$ cat config.mk
export PLATFORM = sky130hd
export DESIGN_NAME = mvm_ctrl
export DESIGN_NICKNAME = d
export VERILOG_FILES = /design/src/sv/mvm_pkg.sv /design/src/sv/mvm_ctrl.sv
export SDC_FILE = /design/constraint.sdc
export NUM_CORES = 1
export LEC_CHECK = 0
export ABC_AREA = 0
export BUFFER_PORTS_ARGS = -buffer_cell sky130_fd_sc_hd__buf_2
export CORE_AREA = 2 2 39 41
export DETAILED_ROUTE_END_ITERATION = 10
export DIE_AREA = 0 0 41 43
export REMOVE_ABC_BUFFERS = 1
export SYNTH_ARGS = -nofsm -noshare
export SYNTH_HDL_FRONTEND = slang
export SYNTH_SLANG_ARGS = --single-unit
$ cat constraint.sdc
create_clock -name clk -period 1.2 [get_ports clk]
set_input_delay 0.12 -clock clk [delete_from_list [all_inputs] [get_ports clk]]
set_output_delay 0.12 -clock clk [all_outputs]
set_load 0.005 [all_outputs]
$ cat src/sv/mvm_pkg.sv
// shared types and constants of the matrix-vector multiplier
package mvm_pkg;

    localparam int CMD_W   = 2;
    localparam int IDX_W   = 4;
    localparam int VAL_W   = 32;
    localparam int CNT_W   = 5;
    localparam int CFG_IW  = 2;
    localparam int S_DATA_W = 40;
    localparam int M_DATA_W = 40;

    typedef enum logic [CMD_W-1:0] {
        CMD_WR_MATRIX = 2'd0,
        CMD_WR_VECTOR = 2'd1,
        CMD_COMPUTE   = 2'd2,
        CMD_NONE      = 2'd3
    } cmd_t;

    typedef enum logic [CFG_IW-1:0] {
        REG_NUM_ROWS = 2'd0,
        REG_NUM_COLS = 2'd1
    } reg_index_t;

    typedef enum logic [1:0] {
        ST_IDLE,
        ST_RUN,
        ST_WAIT
    } state_t;

    typedef struct packed {
        logic accept;
        logic start;
        logic issue;
        logic next_row;
        logic push;
    } ctl_cmd_t;

    typedef struct packed {
        logic is_compute;
        logic col_last;
        logic row_last;
        logic row_ready;
        logic out_free;
    } dp_status_t;

endpackage

$ cat src/sv/mvm_ctrl.sv
// controller state machine of the matrix-vector multiplier
module mvm_ctrl
    import mvm_pkg::*;
(
    input  logic       clk,
    input  logic       rst_n,
    input  logic       in_valid,
    output logic       in_ready,
    input  dp_status_t status,
    output ctl_cmd_t   cmd
);

    state_t state_reg;
    state_t state_next;

    always_ff @(posedge clk or negedge rst_n)
    begin
        if (!rst_n)
        begin
            state_reg <= ST_IDLE;
        end
        else
        begin
            state_reg <= state_next;
        end
    end

    always_comb
    begin
        state_next = state_reg;
        case (state_reg)
            ST_IDLE:
            begin
                if (in_valid && status.is_compute)
                begin
                    state_next = ST_RUN;
                end
            end
            ST_RUN:
            begin
                if (status.col_last)
                begin
                    state_next = ST_WAIT;
                end
            end
            ST_WAIT:
            begin
                if (status.row_ready && status.out_free)
                begin
                    state_next = status.row_last ? ST_IDLE : ST_RUN;
                end
            end
            default:
            begin
                state_next = ST_IDLE;
            end
        endcase
    end

    always_comb
    begin
        in_ready     = 1'b0;
        cmd          = '0;
        case (state_reg)
            ST_IDLE:
            begin
                in_ready   = 1'b1;
                cmd.accept = in_valid;
                cmd.start  = in_valid && status.is_compute;
            end
            ST_RUN:
            begin
                cmd.issue = 1'b1;
            end
            ST_WAIT:
            begin
                cmd.push     = status.row_ready && status.out_free;
                cmd.next_row = status.row_ready && status.out_free && !status.row_last;
            end
            default:
            begin
                in_ready = 1'b0;
            end
        endcase
    end

endmodule

* After elaboration in Yosys (flattened, before gate mapping)
Cells that the tools add are included.
** Word-level totals
- Logic and storage cells :: 21
- Bits of input ports :: 8
- Output and inout bits :: 6
- Register bits after elaboration :: 2
** Operators by class
- Reductions and logical operators :: 6
- Equality and inequality tests :: 5
- Muxes and demuxes :: 9
** Operator list (count)
- $mux 2 :: 5
- $ne 2x2->1 const B :: 3
- $pmux 2 s3 :: 1
- $logic_and 1x1->1 :: 3
- $mux 1 :: 3
- $reduce_and 3->1 :: 1
- $eq 2x1->1 const B :: 1
- $eq 2x2->1 const B :: 1
- $logic_not 2->1 :: 1
- $logic_not 1->1 :: 1

* Depth between registers and ports, before layout
- Word-level depth :: 3
- Gate-level depth with buffers :: 3
- Depth with buffers taken out :: 3

* Least setup slack after synthesis
Ideal clock, no wire load.
- Kind :: reg-to-reg
- From :: register state_reg[0]
- To :: register state_reg[0]
- Path buffers :: 0
- Required time :: 1.072 ns
- Cell stages (with the launch flop) :: 4
- Arrival time :: 0.814 ns
- Library setup time :: 0.128 ns
- Clock period less this slack :: 0.942 ns
- Path slack :: 0.258 ns
- Cell sequence :: dfrtp_1 > and4bb_1 > a21oi_1 > o22ai_1
** On the way
- Longest elaborated chain between the ends :: 3
- Elaborated cells on any way between the ends :: 8
- Classes of those cells :: 5 x eq/ne; 1 x mux; 2 x reduce/logical
** Ends and longest elaborated chain
- from (decl) :: RTL line mvm_ctrl.sv:13 : state_t state_reg;
- from (signal assigned) :: RTL line mvm_ctrl.sv:24 : state_reg <= state_next;
- $eq 2x2->1 (tied with other cells) :: RTL line mvm_ctrl.sv:31 : case (state_reg)
- $ne 2x2->1 (no line)
- $reduce_and 3->1 (no line)
Parallel ways exist; a longest one is shown, timed or not.
A chain may end at the register's enable or synchronous reset.

==> flow_summary.ini <==
[outcome]
status = complete, no violations

[pwr]
total_power_uw = 628
p_sw_share_pct = 32.9
power.leakage_nw = 0.167
vdd_drop_max_v = 0.000364
cellInternalPower_uw = 421
p_per_area_nw_per_um2 = 2060
combPwrFrac_pct = 53.6
power_frac_seq_pct = 22.7
power.net_switching_uw = 207
power_frac_clock_pct = 23.7

[placement]
gp_congestion = 0.489
portBuffers = 13
place_inst = 45
dp_hpwl_um = 332

[die]
die_h_um = 43
ios = 14
die-area_um2 = 1760
initial_utilization_pct = 10.7
design.core.area_um2 = 1380
rows = 14
die_w_um = 41

[finish]
syn_to_final_growth_pct = 106
fin_cells = 53
drive_gt1_share_pct = 67.6
fin_nets = 47
largest_register_ffs = 2
fillers = 155
diodes = 0

[cts]
cts_tree = done
h-tree-depth = 1
clk_pin_slew_worst_paths_ns = 0.03
cts_made_buffers = 3
cts.sinks = 2
clock_path_buffers = 2
cts-root-buf = clkbuf_4
clk_latency_ns = 0.22

[setup_path]
worstPathArrival_ns = 1.05
critPathLaunchType = flip-flop
crit_required_ns = 1.08
cpMaxStageDelayCell = dfrtp_1
path_cells = nand2b_4 -> nor3_2 -> buf_2
end_kind = output port
crit_type = flip-flop to output port
slowest_delay_ns = 0.42
path_max_fanout = 6

[job]
max-cap-violations = 0

[routing]
ant_nets = 0
drc_errors = 0
drt-initial-drc-count = 0
vias_per_cell = 3.85
wire_per_inst_um = 8.43
vias = 204
routed_wl_um = 447
first_pass_iters = 1

[sta]
hold_ws_ns = 0.116
rsz0062_at_grt = true
worstMarginPinSlew_ns = 0.178
drv_slew = 0
fin_crit_ns = 1.17
clock-skew-final_ns = 0.00264
setup_violations = 0
hold_viol = 0
final.setup.tns_ns = 0
maxSlewHeadroom_pct = 88.2
period_share_pct = 97.2
fmax_mhz = 858

[synthesis]
yosysWarnings = 0
avgSynthCellArea_um2 = 8.68
syn_area_um2 = 148
synth_seq_cells = 2
seq_area_frac_synth_pct = 33.9
syn_inst = 17
synth_cell_types = 14

[global_routing]
grt_max_degree = 7
antenna_found_initial = 0
grt_usage_pct = 7.01
grt_pass1_vias = 188
grt_overflow_total = 0
grt_first_pass_wirelength_um = 669

[worst_hold_path]
hp-class = input port to flip-flop
[layout by cell type (no fill, tap or decap)]
cell,synthesis,final
clkbuf_4,0,3
inv_1,1,1
o22ai_1,1,1
and4bb_1,1,1
buf_4,1,4
a21o_1,1,1
a21oi_1,2,2
buf_2,0,13
nand2_1,1,1
nor2_1,2,1
dfrtp_1,2,1
nand2b_4,0,1
nor3b_2,1,1
dfrtp_2,0,1
nor2b_1,1,1
nor3_2,0,1
nor2_2,0,1
dlygate4sd3_1,0,1
a2bb2oi_1,1,1
[cell families (layout without fill, tap and decap cells)]
group | Yosys count | count (layout) | share of synthesized area (%)
and+or+nand+nor | 8 | 8 | 36.4
DFF | 2 | 2 | 33.9
buffers and inverters | 2 | 22 | 7.63
AOI/OAI and AO/OA | 5 | 5 | 22.0
[stage by stage]
step	setup slack [ns]	utilization, %	cell area (um^2)
after detailed placement	0.169	16.3	225
after floorplan	0.258	-	140
after CTS	0.00946	21.2	294
after global placement	0.191	16.3	225
after global routing	-0.0506	22.0	304
final	0.0340	22.0	304
[metal layers]
layer	up-vias	wire length, um	global-route usage [%]
met1	90	155	3.83
met2	10	234	9.69
met4	0	19	12.0
li1	102	-	-
met3	2	37	4.71
met5	-	0	0
[what timing repair did]
item | in CTS | in global routing
setup endpoints to repair | 2 | 4
setup buffers | 3 | 1
pin swaps | 1 | 0
hold endpoints to repair | 2 | 0
gates resized for setup | 3 | 1
hold buffers | 1 | 0
[power groups by stage]
stage / sequential [mW] / combinational (mW) / clock [mW]
global route: 0.147 / 0.380 / 0.176
CTS: 0.143 / 0.317 / 0.160
floorplan: 0.136 / 0.134 / 0
finish: 0.142 / 0.336 / 0.149
detailed placement: 0.147 / 0.222 / 0
global placement: 0.146 / 0.220 / 0
[area by class of cell]
type	instances	area (um^2)	area share [%]
timing repair buffer	18	105	34.6
sequential	2	51.3	16.9
clock buffer	3	22.5	7.41
tap	16	20.0	6.58
inverter	1	3.75	1.23
multi-input combinational	13	101	33.3
[critical path, delay by kind of cell, from the launching register on]
kind,cells,cell delay (ns)
flops,1,0.42
simple gates,2,0.27
buf+inv,1,0.13
[final timing paths]
check	slack, ns	end	start	cells after the start
max	0.03	cmd[1]	state_reg[0]	3
min	0.12	state_reg[1]	status[3]	2
max reg2reg	0.11	state_reg[0]	state_reg[0]	4
min reg2reg	0.61	state_reg[0]	state_reg[1]	2
max in group asynchronous	0.89	state_reg[1]	rst_n	2
min in group asynchronous	0.21	state_reg[1]	rst_n	2
[synthesized netlist by cell type]
| library cell | count | area share (%) |
|---|---|---|
| nor2_1 | 2 | 5.1 |
| a21oi_1 | 2 | 6.8 |
| nor2b_1 | 1 | 4.2 |
| a21o_1 | 1 | 5.1 |
| nor3b_2 | 1 | 8.5 |
| inv_1 | 1 | 2.5 |
| a2bb2oi_1 | 1 | 5.9 |
| nand2_1 | 1 | 2.5 |
| and4bb_1 | 1 | 8.5 |
| o22ai_1 | 1 | 4.2 |
| nand2b_1 | 1 | 4.2 |
| nor3_1 | 1 | 3.4 |
| buf_4 | 1 | 5.1 |
| dfrtp_1 | 2 | 34 |
Note: power is estimated with default switching activity, not from simulation.
